## src/design/lrupr_pkg.sv

```systemverilog
package lrupr_pkg;

    localparam int FRAMES_DEF    = 16;
    localparam int PAGE_BITS_DEF = 16;
    localparam int CFG_W         = 5;
    localparam int CFG_RESET     = 16;
    localparam int SLOT_OUT_W    = 4;
    localparam int FAULT_W       = 32;

    typedef enum logic [2:0] {
        ST_IDLE,
        ST_SCAN,
        ST_AGE,
        ST_COMMIT,
        ST_DONE
    } lru_state_t;

    typedef struct packed {
        logic page_we;
        logic rank_we;
    } tbl_we_t;

endpackage

```

## src/design/lrupr_table.sv

```systemverilog
module lrupr_table
    import lrupr_pkg::*;
#(
    parameter int FRAMES    = FRAMES_DEF,
    parameter int PAGE_BITS = PAGE_BITS_DEF
) (
    input  logic                                   aclk,
    input  logic [((FRAMES > 1) ? $clog2(FRAMES) : 1)-1:0] rd_addr,
    output logic [PAGE_BITS-1:0]                   rd_page,
    output logic [((FRAMES > 1) ? $clog2(FRAMES) : 1)-1:0] rd_rank,
    input  tbl_we_t                                we,
    input  logic [((FRAMES > 1) ? $clog2(FRAMES) : 1)-1:0] wr_addr,
    input  logic [PAGE_BITS-1:0]                   wr_page,
    input  logic [((FRAMES > 1) ? $clog2(FRAMES) : 1)-1:0] wr_rank
);

    localparam int SLOT_W = (FRAMES > 1) ? $clog2(FRAMES) : 1;

    logic [PAGE_BITS-1:0] page_mem [FRAMES];
    logic [SLOT_W-1:0]    rank_mem [FRAMES];

    always_ff @(posedge aclk) begin
        if (we.page_we) begin
            page_mem[wr_addr] <= wr_page;
        end
        if (we.rank_we) begin
            rank_mem[wr_addr] <= wr_rank;
        end
        rd_page <= page_mem[rd_addr];
        rd_rank <= rank_mem[rd_addr];
    end

endmodule

```

## src/design/lru_page_replacement.sv

```systemverilog
// Channel   Ports                                   Direction  Carries
// s_        s_valid s_ready s_page_number           in         page reference
// m_        m_valid m_ready m_hit m_frame_slot      out        lookup result
//           m_evicted_valid m_evicted_page m_fault_count
// cfg_      cfg_valid cfg_ready cfg_frames_in_use   in         frame limit write
//
// One transaction at a time: a new reference is accepted only after the previous result
// has been loaded into the result register.
// The frame table has a single read port and is walked twice: a lookup pass (match and
// oldest rank) and an ageing pass.
// Synchronous active-low reset empties the table and clears the fault count; limit = 16.
// A stalled result register holds the sequencer before it loads the next result.
module lru_page_replacement
    import lrupr_pkg::*;
#(
    parameter int FRAMES    = FRAMES_DEF,
    parameter int PAGE_BITS = PAGE_BITS_DEF
) (
    input  logic                  aclk,
    input  logic                  aresetn,
    input  logic                  s_valid,
    output logic                  s_ready,
    input  logic [PAGE_BITS-1:0]  s_page_number,
    output logic                  m_valid,
    input  logic                  m_ready,
    output logic                  m_hit,
    output logic [SLOT_OUT_W-1:0] m_frame_slot,
    output logic                  m_evicted_valid,
    output logic [PAGE_BITS-1:0]  m_evicted_page,
    output logic [FAULT_W-1:0]    m_fault_count,
    input  logic                  cfg_valid,
    output logic                  cfg_ready,
    input  logic [CFG_W-1:0]      cfg_frames_in_use
);

    localparam int SLOT_W = (FRAMES > 1) ? $clog2(FRAMES) : 1;
    localparam int CNT_W  = $clog2(FRAMES + 1);
    localparam int CMP_W  = (CNT_W > CFG_W) ? CNT_W : CFG_W;

    lru_state_t           state_reg, state_next;
    logic [CNT_W-1:0]     idx_reg, idx_next;
    logic                 pend_reg, pend_next;
    logic [SLOT_W-1:0]    pend_idx_reg, pend_idx_next;
    logic [PAGE_BITS-1:0] page_reg, page_next;
    logic                 found_reg, found_next;
    logic [SLOT_W-1:0]    hit_slot_reg, hit_slot_next;
    logic [SLOT_W-1:0]    hit_rank_reg, hit_rank_next;
    logic [SLOT_W-1:0]    max_rank_reg, max_rank_next;
    logic [SLOT_W-1:0]    max_slot_reg, max_slot_next;
    logic [PAGE_BITS-1:0] max_page_reg, max_page_next;
    logic [SLOT_W-1:0]    slot_reg, slot_next;
    logic                 fill_reg, fill_next;
    logic                 evict_reg, evict_next;
    logic [CNT_W-1:0]     filled_reg, filled_next;
    logic [FAULT_W-1:0]   fault_reg, fault_next;
    logic [CFG_W-1:0]     cfg_reg, cfg_next;

    logic                  m_valid_reg, m_valid_next;
    logic                  m_hit_reg, m_hit_next;
    logic [SLOT_W-1:0]     m_slot_reg, m_slot_next;
    logic                  m_ev_valid_reg, m_ev_valid_next;
    logic [PAGE_BITS-1:0]  m_ev_page_reg, m_ev_page_next;
    logic [FAULT_W-1:0]    m_fault_reg, m_fault_next;

    logic [SLOT_W-1:0]    rd_addr;
    logic [PAGE_BITS-1:0] page_q;
    logic [SLOT_W-1:0]    rank_q;
    tbl_we_t              tbl_we;
    logic [SLOT_W-1:0]    wr_addr;
    logic [SLOT_W-1:0]    wr_rank;

    logic                 scan_more;
    logic [CMP_W-1:0]     limit;

    lrupr_table #(
        .FRAMES    (FRAMES),
        .PAGE_BITS (PAGE_BITS)
    ) u_table (
        .aclk    (aclk),
        .rd_addr (rd_addr),
        .rd_page (page_q),
        .rd_rank (rank_q),
        .we      (tbl_we),
        .wr_addr (wr_addr),
        .wr_page (page_reg),
        .wr_rank (wr_rank)
    );

    assign s_ready         = (state_reg == ST_IDLE);
    assign cfg_ready       = 1'b1;
    assign m_valid         = m_valid_reg;
    assign m_hit           = m_hit_reg;
    assign m_frame_slot    = SLOT_OUT_W'(m_slot_reg);
    assign m_evicted_valid = m_ev_valid_reg;
    assign m_evicted_page  = m_ev_page_reg;
    assign m_fault_count   = m_fault_reg;

    assign scan_more = (idx_reg < filled_reg);

    // zero acts as one, anything above the table size as the table size
    always_comb begin
        if (cfg_reg == '0) begin
            limit = CMP_W'(1);
        end else if (CMP_W'(cfg_reg) > CMP_W'(FRAMES)) begin
            limit = CMP_W'(FRAMES);
        end else begin
            limit = CMP_W'(cfg_reg);
        end
    end

    always_ff @(posedge aclk) begin
        if (!aresetn) begin
            state_reg   <= ST_IDLE;
            idx_reg     <= '0;
            pend_reg    <= 1'b0;
            found_reg   <= 1'b0;
            fill_reg    <= 1'b0;
            evict_reg   <= 1'b0;
            filled_reg  <= '0;
            fault_reg   <= '0;
            cfg_reg     <= CFG_W'(CFG_RESET);
            m_valid_reg <= 1'b0;
        end else begin
            state_reg   <= state_next;
            idx_reg     <= idx_next;
            pend_reg    <= pend_next;
            found_reg   <= found_next;
            fill_reg    <= fill_next;
            evict_reg   <= evict_next;
            filled_reg  <= filled_next;
            fault_reg   <= fault_next;
            cfg_reg     <= cfg_next;
            m_valid_reg <= m_valid_next;
        end
    end

    always_ff @(posedge aclk) begin
        pend_idx_reg   <= pend_idx_next;
        page_reg       <= page_next;
        hit_slot_reg   <= hit_slot_next;
        hit_rank_reg   <= hit_rank_next;
        max_rank_reg   <= max_rank_next;
        max_slot_reg   <= max_slot_next;
        max_page_reg   <= max_page_next;
        slot_reg       <= slot_next;
        m_hit_reg      <= m_hit_next;
        m_slot_reg     <= m_slot_next;
        m_ev_valid_reg <= m_ev_valid_next;
        m_ev_page_reg  <= m_ev_page_next;
        m_fault_reg    <= m_fault_next;
    end

    always_comb begin
        state_next      = state_reg;
        idx_next        = idx_reg;
        pend_next       = pend_reg;
        pend_idx_next   = pend_idx_reg;
        page_next       = page_reg;
        found_next      = found_reg;
        hit_slot_next   = hit_slot_reg;
        hit_rank_next   = hit_rank_reg;
        max_rank_next   = max_rank_reg;
        max_slot_next   = max_slot_reg;
        max_page_next   = max_page_reg;
        slot_next       = slot_reg;
        fill_next       = fill_reg;
        evict_next      = evict_reg;
        filled_next     = filled_reg;
        fault_next      = fault_reg;
        cfg_next        = cfg_reg;
        m_valid_next    = m_valid_reg;
        m_hit_next      = m_hit_reg;
        m_slot_next     = m_slot_reg;
        m_ev_valid_next = m_ev_valid_reg;
        m_ev_page_next  = m_ev_page_reg;
        m_fault_next    = m_fault_reg;

        tbl_we  = '0;
        rd_addr = SLOT_W'(idx_reg);
        wr_addr = pend_idx_reg;
        wr_rank = SLOT_W'(rank_q + 1'b1);

        if (m_valid_reg && m_ready) begin
            m_valid_next = 1'b0;
        end
        if (cfg_valid) begin
            cfg_next = cfg_frames_in_use;
        end

        unique case (state_reg)
            ST_IDLE: begin
                if (s_valid) begin
                    page_next     = s_page_number;
                    idx_next      = '0;
                    pend_next     = 1'b0;
                    found_next    = 1'b0;
                    max_rank_next = '0;
                    max_slot_next = '0;
                    max_page_next = '0;
                    state_next    = ST_SCAN;
                end
            end
            ST_SCAN: begin
                pend_next     = scan_more;
                pend_idx_next = SLOT_W'(idx_reg);
                if (scan_more) begin
                    idx_next = idx_reg + 1'b1;
                end
                if (pend_reg) begin
                    if (!found_reg && page_q == page_reg) begin
                        found_next    = 1'b1;
                        hit_slot_next = pend_idx_reg;
                        hit_rank_next = rank_q;
                    end
                    if (pend_idx_reg == '0 || rank_q > max_rank_reg) begin
                        max_rank_next = rank_q;
                        max_slot_next = pend_idx_reg;
                        max_page_next = page_q;
                    end
                end
                if (!scan_more && !pend_reg) begin
                    fill_next  = !found_reg && (CMP_W'(filled_reg) < limit);
                    evict_next = !found_reg && !(CMP_W'(filled_reg) < limit);
                    if (found_reg) begin
                        slot_next = hit_slot_reg;
                    end else if (CMP_W'(filled_reg) < limit) begin
                        slot_next = SLOT_W'(filled_reg);
                    end else begin
                        slot_next = max_slot_reg;
                    end
                    idx_next   = '0;
                    pend_next  = 1'b0;
                    state_next = ST_AGE;
                end
            end
            ST_AGE: begin
                pend_next     = scan_more;
                pend_idx_next = SLOT_W'(idx_reg);
                if (scan_more) begin
                    idx_next = idx_reg + 1'b1;
                end
                // a miss ages every frame; a hit ages only frames more recent than it
                if (pend_reg && (!found_reg || rank_q < hit_rank_reg)) begin
                    tbl_we.rank_we = 1'b1;
                end
                if (!scan_more && !pend_reg) begin
                    state_next = ST_COMMIT;
                end
            end
            ST_COMMIT: begin
                wr_addr        = slot_reg;
                wr_rank        = '0;
                tbl_we.rank_we = 1'b1;
                tbl_we.page_we = !found_reg;
                if (fill_reg) begin
                    filled_next = filled_reg + 1'b1;
                end
                if (!found_reg && fault_reg != {FAULT_W{1'b1}}) begin
                    fault_next = fault_reg + 1'b1;
                end
                state_next = ST_DONE;
            end
            ST_DONE: begin
                if (!m_valid_reg || m_ready) begin
                    m_valid_next    = 1'b1;
                    m_hit_next      = found_reg;
                    m_slot_next     = slot_reg;
                    m_ev_valid_next = evict_reg;
                    m_ev_page_next  = evict_reg ? max_page_reg : '0;
                    m_fault_next    = fault_reg;
                    state_next      = ST_IDLE;
                end
            end
            default: begin
                state_next = ST_IDLE;
            end
        endcase
    end

    a_filled_bound: assert property (@(posedge aclk) disable iff (!aresetn)
        filled_reg <= CNT_W'(FRAMES))
        else $error("filled frame count beyond table size");

    a_hit_no_evict: assert property (@(posedge aclk) disable iff (!aresetn)
        m_valid_reg && m_hit_reg |-> !m_ev_valid_reg)
        else $error("hit reported with an eviction");

    a_fault_monotonic: assert property (@(posedge aclk) disable iff (!aresetn)
        1'b1 |=> fault_reg >= $past(fault_reg))
        else $error("fault count went backwards");

    a_fault_on_commit: assert property (@(posedge aclk) disable iff (!aresetn)
        state_reg != ST_COMMIT |=> $stable(fault_reg))
        else $error("fault count moved outside commit");

endmodule

```

## config.mk

```make
export PLATFORM = sky130hd
export DESIGN_NAME = lru_page_replacement
export DESIGN_NICKNAME = d
export VERILOG_FILES = /design/src/design/lrupr_pkg.sv /design/src/design/lrupr_table.sv /design/src/design/lru_page_replacement.sv
export SDC_FILE = /design/constraint.sdc
export NUM_CORES = 1
export LEC_CHECK = 0
export BUFFER_PORTS_ARGS = -buffer_cell sky130_fd_sc_hd__buf_2
export CORE_MARGIN = 4
export CORE_UTILIZATION = 48
export DETAILED_ROUTE_END_ITERATION = 7
export PLACE_DENSITY = 0.68
export SYNTH_ARGS = -nofsm -noshare
export SYNTH_HDL_FRONTEND = slang
export SYNTH_SLANG_ARGS = --single-unit
```

## constraint.sdc

```tcl
create_clock -name aclk -period 3.9 [get_ports aclk]
set_input_delay 0.39 -clock aclk [delete_from_list [all_inputs] [get_ports aclk]]
set_output_delay 0.39 -clock aclk [all_outputs]
set_load 0.1 [all_outputs]
```

=== Word level (Yosys, flattened, before mapping) ===
Memory sizes are Yosys's and may differ from the RTL's. A register that Yosys moved wholly into a read port is not among the register bits.
Index checks and enable logic that the tools add are counted.

* Reductions and logical operators: 31
* $add $sub $neg: 4
* Multiplexer cells: 42
* Equal/unequal tests: 13
* Order comparisons: 5

{| class="wikitable"
|+ Operators with widths
! kind !! count
|-
| $mux W16 || 3
|-
| $mux W4 || 9
|-
| $add A32 B1 Y32 const B || 1
|-
| $ne A32 B32 Y1 const B || 1
|-
| $pmux W16 S2 || 1
|-
| $mux W5 || 5
|-
| $eq A16 B16 Y1 || 1
|-
| $pmux W4 S2 || 2
|-
| $pmux W3 S5 || 1
|-
| $pmux W5 S3 || 1
|-
| $ne A2 B2 Y1 const B || 7
|-
| $mux W1 || 13
|-
| $mux W3 || 4
|-
| $reduce_and A2 Y1 || 6
|-
| $reduce_and A4 Y1 || 3
|-
| $add A5 B1 Y5 const B || 2
|-
| $lt A5 B5 Y1 || 2
|-
| $logic_and A1 B1 Y1 || 7
|-
| $eq A3 B2 Y1 const B || 2
|-
| $gt A5 B5 Y1 const B || 1
|-
| $logic_not A1 Y1 || 5
|-
| $logic_not A5 Y1 || 1
|-
| $add A4 B1 Y4 const B || 1
|-
| $gt A4 B4 Y1 || 1
|-
| 12 further kinds || 15
|}

* Output and inout port bits: 57
* RAM bits: 320
* Memories: 2
* Bits in registers: 165
* Input port bits: 26
* Word-level logic and storage cells: 120

{| class="wikitable"
|+ Memories
! name !! depth !! bits a word !! rd ports !! clocked after Yosys merged registers in !! wr ports !! RTL line !! RTL
|-
| u_table.page_mem || 16 || 16 || 1 || 1 || 1 || lrupr_table.sv:19 || <nowiki>logic [PAGE_BITS-1:0] page_mem [FRAMES];</nowiki>
|-
| u_table.rank_mem || 16 || 4 || 1 || 1 || 1 || lrupr_table.sv:20 || <nowiki>logic [SLOT_W-1:0] rank_mem [FRAMES];</nowiki>
|}

=== Depth between registers and ports, before layout ===
* Depth after elaboration: 7
* Depth in mapped cells: 8
* Depth with buffers taken out: 8

=== Hierarchy ===
From an unflattened synthesis, not the netlist that was laid out.

* Cells, all modules: 1117
* Area total of the unflattened synthesis: 19706.4 um2

{| class="wikitable"
|+ Modules (own cells, without submodules)
! module !! area an instance (um2) !! cells an instance !! times used !! sequential area each (um2)
|-
| lrupr_table || 12632.1 || 557 || 1 || 10009.6
|-
| lru_page_replacement || 7074.3 || 560 || 1 || 4404.2
|}

=== Worst setup path before layout ===
Ideal clock, no wire load.

* Path kind: reg-to-reg
* Start: register state_reg[2]
* End: register max_page_reg[0] (enable)
* Required time: 3.462 ns
* Arrival time: 4.297 ns
* Cell stages (with the launch flop): 7
* Setup time: 0.438 ns
* Path slack: -0.836 ns
* Clock period less this slack: 4.736 ns
* Path buffers: 1
* Cells stage by stage: dfxtp_1 clkbuf_1 nor3_1 nand2_1 inv_1 a41oi_1 o21ai_0

* Longest elaborated chain between the ends: 3
* Elaborated cells between the ends (all ways): 7
* Classes of those cells: eq/ne (4); reduce/logical (3)

{| class="wikitable"
|+ RTL lines
! item !! RTL line !! RTL
|-
| start: declaration || lru_page_replacement.sv:40 || <nowiki>lru_state_t state_reg, state_next;</nowiki>
|-
| start signal: assignment || lru_page_replacement.sv:124 || <nowiki>state_reg <= state_next;</nowiki>
|-
| $logic_not A3 Y1 (*) || n/a ||
|-
| named net s_ready || lru_page_replacement.sv:22 || <nowiki>output logic s_ready,</nowiki>
|-
| $ne A2 B2 Y1 (no source line) or $reduce_bool A2 Y1 (tied branches) || n/a ||
|-
| $reduce_and A4 Y1 (no source line) (*) || n/a ||
|-
| end signal: assignment || lru_page_replacement.sv:144 || <nowiki>max_page_reg <= max_page_next;</nowiki>
|-
| end: declaration || lru_page_replacement.sv:50 || <nowiki>logic [PAGE_BITS-1:0] max_page_reg, max_page_next;</nowiki>
|}

Mark *: on every way through the listed nets, which the timed path passes. The rest lies on a longest branch.
A chain may end at the register's enable or synchronous reset.

=== Final worst setup path ===
* Start: register state_reg[1]
* End: register fault_reg[20]

* Longest elaborated chain between the ends: 2

{| class="wikitable"
|+ RTL lines
! item !! RTL line !! RTL
|-
| $eq A3 B2 Y1 || lru_page_replacement.sv:190 || <nowiki>unique case (state_reg)</nowiki>
|-
| $reduce_and A2 Y1 (no source line) || n/a ||
|-
| end signal: assignment || lru_page_replacement.sv:131 || <nowiki>fault_reg <= fault_next;</nowiki>
|-
| end: declaration || lru_page_replacement.sv:55 || <nowiki>logic [FAULT_W-1:0] fault_reg, fault_next;</nowiki>
|}

Every way passes these cells.

==> results.py <==
metrics = {
    "status": {
        "run_status": "completed",
    },
    "sta": {
        "fin_setup_tns_ps": 0,
        "finalClockSkew_ps": 18.3,
        "rsz0062_at_grt": "false",
        "finalCritPeriodShare_pct": 85.3,
        "whs_ps": 36.7,
        "relSlewSlack_pct": 20.7,
        "worst_pin_slew_ps": 1190,
        "setup_viol": 0,
        "hold_viol_final": 0,
        "max_freq_mhz": 301,
        "drv_slew": 0,
        "fin_crit_ps": 3330,
    },
    "placed_design": {
        "port_buffers": 81,
        "dp_hpwl_um": 25000,
        "gp_congestion": 0.781,
    },
    "power_and_ir_drop": {
        "pwr-share-seq_pct": 55.1,
        "p_int_mw": 8.63,
        "power_switching_mw": 2.32,
        "netSwitchingFraction_pct": 21.2,
        "power_mw": 11.0,
        "p_comb_share_pct": 2.7,
        "p_per_area_nw_per_um2": 486,
        "irDropWorstVdd_uv": 378,
        "p_clk_share_pct": 42.2,
        "p_leak_nw": 7.30,
    },
    "layout": {
        "largest_reg_flops": 256,
        "area_growth_pct": 14.8,
        "regArea_um2": 14400,
        "top_regs": "u_table.page_mem x256, u_table.rank_mem x64",
        "multi_input_area_um2": 5010,
        "fillerInstances": 3087,
        "largest-register": "u_table.page_mem",
        "diodes": 0,
        "drive_gt1_share_pct": 26.0,
        "fin_nets": 1279,
    },
    "hold_path": {
        "min_to": "cfg_reg[0]",
        "min_from": "cfg_frames_in_use[0]",
        "whs_path_depth": 3,
        "hold_class": "input port to flop",
    },
    "cts": {
        "clockBufferDepth": 3,
        "clock_latency_ps": 600,
        "cts_setup_buffers": 0,
        "cts.sinks": 505,
        "cts_resized": 0,
        "cts-root-buf": "clkbuf_16",
        "clkSlewWorstSetupHoldPaths_ps": 60,
        "numCtsBuffers": 50,
        "cts.htree.levels": 2,
        "cts_tree": "yes",
        "hold_buffers": 15,
    },
    "global_routing": {
        "grt_pass1_wl_um": 63500,
        "grt_pass1_vias": 10400,
        "grt_antenna_before_repair": 0,
        "overflow": 0,
        "grt_max_degree": 46,
        "grt_use_total_pct": 18.9,
    },
    "floorplan": {
        "initial_core_util_pct": 49.0,
        "dieArea_um2": 44200,
        "io_pins": 83,
        "core_um2": 40100,
        "die_width_um": 210,
        "die_y_um": 210,
        "placementRows": 73,
    },
    "yosys": {
        "ys.flop_type": "edfxtp_1",
        "synth-async-reset-ratio_pct": 0,
        "netlist_instances": 1102,
        "ys_types": 56,
        "synth_warnings": 0,
        "ys_top_cells_by_area": "edfxtp_1 66%, mux4_2 11%, dfxtp_1 7.6%",
        "ys_ff_latch": 505,
        "synth_area_leader_cell": "edfxtp_1",
        "synth_area_um2": 19600,
        "syn_nets": 1147,
        "yosysSeqAreaShare_pct": 73.4,
        "yosysTopAreaCellShare_pct": 65.7,
        "avgSynthCellArea_um2": 17.8,
        "synth_edf_count": 430,
    },
    "critical_path": {
        "regToRegStartpoint": "state_reg[1]",
        "reg2regPathDepth": 5,
        "critPathBufInv": 0,
        "critPathRequiredTime_ps": 4430,
        "cp_slowest_cell": "nor2_1",
        "endpoint_kind": "flop",
        "crit_type": "flop to flop",
        "reg2reg_slack_ps": 570,
        "cp_top_family": "simple AND/OR/NAND/NOR gates",
        "crit_chain": "nand3b_1 -> nor2_1 -> o211ai_1 -> or4_2 -> a21oi_1",
        "r2r-end": "fault_reg[20]",
        "start_kind": "flop",
        "path_max_fanout": 23,
        "max_stage_delay_ps": 760,
        "cp.arrival_ps": 3850,
    },
    "drt": {
        "antenna_left": 0,
        "viasPerCell": 5.70,
        "drtIter0Drc": 906,
        "routed_wl_um": 41000,
        "via_count": 10300,
        "first_pass_iters": 5,
        "drc": 0,
        "drt-wirelength-per-cell_um": 22.8,
    },
    "flow_run": {
        "drv_cap": 0,
    },
}
-- per-stage QoR --
stage          instances  cell area (um^2)  setup slack, ps  util [%]
6_report            1801             22600              574      56.2
5_1_grt             1801             22600              286      56.2
4_1_cts             1801             22600              666      56.2
3_5_place_dp        1692             20800              687      51.9
3_3_place_gp        1692             20800              807      51.9
2_1_floorplan       1102             19700              127         -
-- cell usage after synthesis (10+ instances only) --
cell type / number
nand2_1: 35
nor2_1: 73
clkbuf_1: 30
a21oi_1: 32
nor3_1: 11
inv_1: 23
ha_1: 19
nor4_1: 10
o211ai_1: 12
xor2_1: 21
nand3_1: 26
or3_1: 16
and2_1: 41
edfxtp_1: 430
mux4_2: 100
dfxtp_1: 75
nand4_1: 11
o21ai_0: 20
-- metal layers --
layer | part of all wire, % | GRT usage [%] | vias to the layer above
met1 | 42 | 25.8 | 5177
met4 | 2.2 | 4.68 | 0
met2 | 49 | 31.2 | 381
met3 | 7.6 | 4.44 | 73
li1 | - | - | 4634
met5 | 0 | 0 | -
-- cells in the final DEF, fill, tap and decap left out, drive strengths merged, types with 10 or more instances in the layout --
master       Yosys  routed
nor4            10      10
nand4           12      12
mux4           100     100
or4             10      10
buf             15     110
nor2            73      73
nand2           35      35
a21oi           32      32
nor3            11      11
o21ai           23      23
dlygate4sd3      0      15
and2            41      41
clkinv           1      20
dfxtp           75      75
clkbuf          30      68
inv             23      27
xor2            21      21
or3             20      20
o211ai          12      12
edfxtp         430     430
nand3           26      26
ha              19      19
-- tightest hold or removal path, delay by kind of cell --
family        cells  cell delay [ps]
buf+inv           1               70
mux               1               60
simple gates      1               70
-- power groups by stage --
| stage | clock (mW) | combinational [mW] | sequential, mW |
|---|---|---|---|
| after floorplan | 0 | 0.161 | 6.15 |
| final | 4.62 | 0.294 | 6.04 |
| after detailed placement | 0 | 0.285 | 6.15 |
| after global routing | 4.98 | 0.318 | 6.05 |
| after global placement | 0 | 0.280 | 6.15 |
| after CTS | 4.72 | 0.298 | 6.04 |
-- cell type report --
class | instances | area share [%]
clock buffer | 68 | 6.02
inverter | 24 | 0.399
multi-input combinational | 528 | 22.2
sequential | 505 | 64.0
tap | 525 | 2.91
timing repair buffer | 125 | 3.48
clock inverter | 26 | 0.993
-- cell families (layout without fill, tap and decap cells) --
logic type	Yosys count	after routing	synth area share, %
compound gates	100	100	3.28
buf+inv	69	243	1.45
flops	505	505	73.4
fa+ha+maj	19	19	1.21
mux	115	115	12.3
xor+xnor	30	30	1.34
simple gates	263	263	7.05
other cells	1	1	0.0191
-- worst max path at each step --
| stage | start | endpoint | slack [ps] | cells past startpoint |
|---|---|---|---|---|
| floorplan | state_reg[2] | max_page_reg[0] | 130 | 6 |
| global placement | state_reg[1] | fault_reg[20] | 810 | 5 |
| detailed placement | state_reg[1] | fault_reg[20] | 690 | 5 |
| CTS | state_reg[1] | fault_reg[20] | 670 | 5 |
| global route | state_reg[1] | fault_reg[20] | 290 | 5 |
| finish | state_reg[1] | fault_reg[20] | 570 | 5 |
Note: power is estimated with default switching activity, not from simulation.
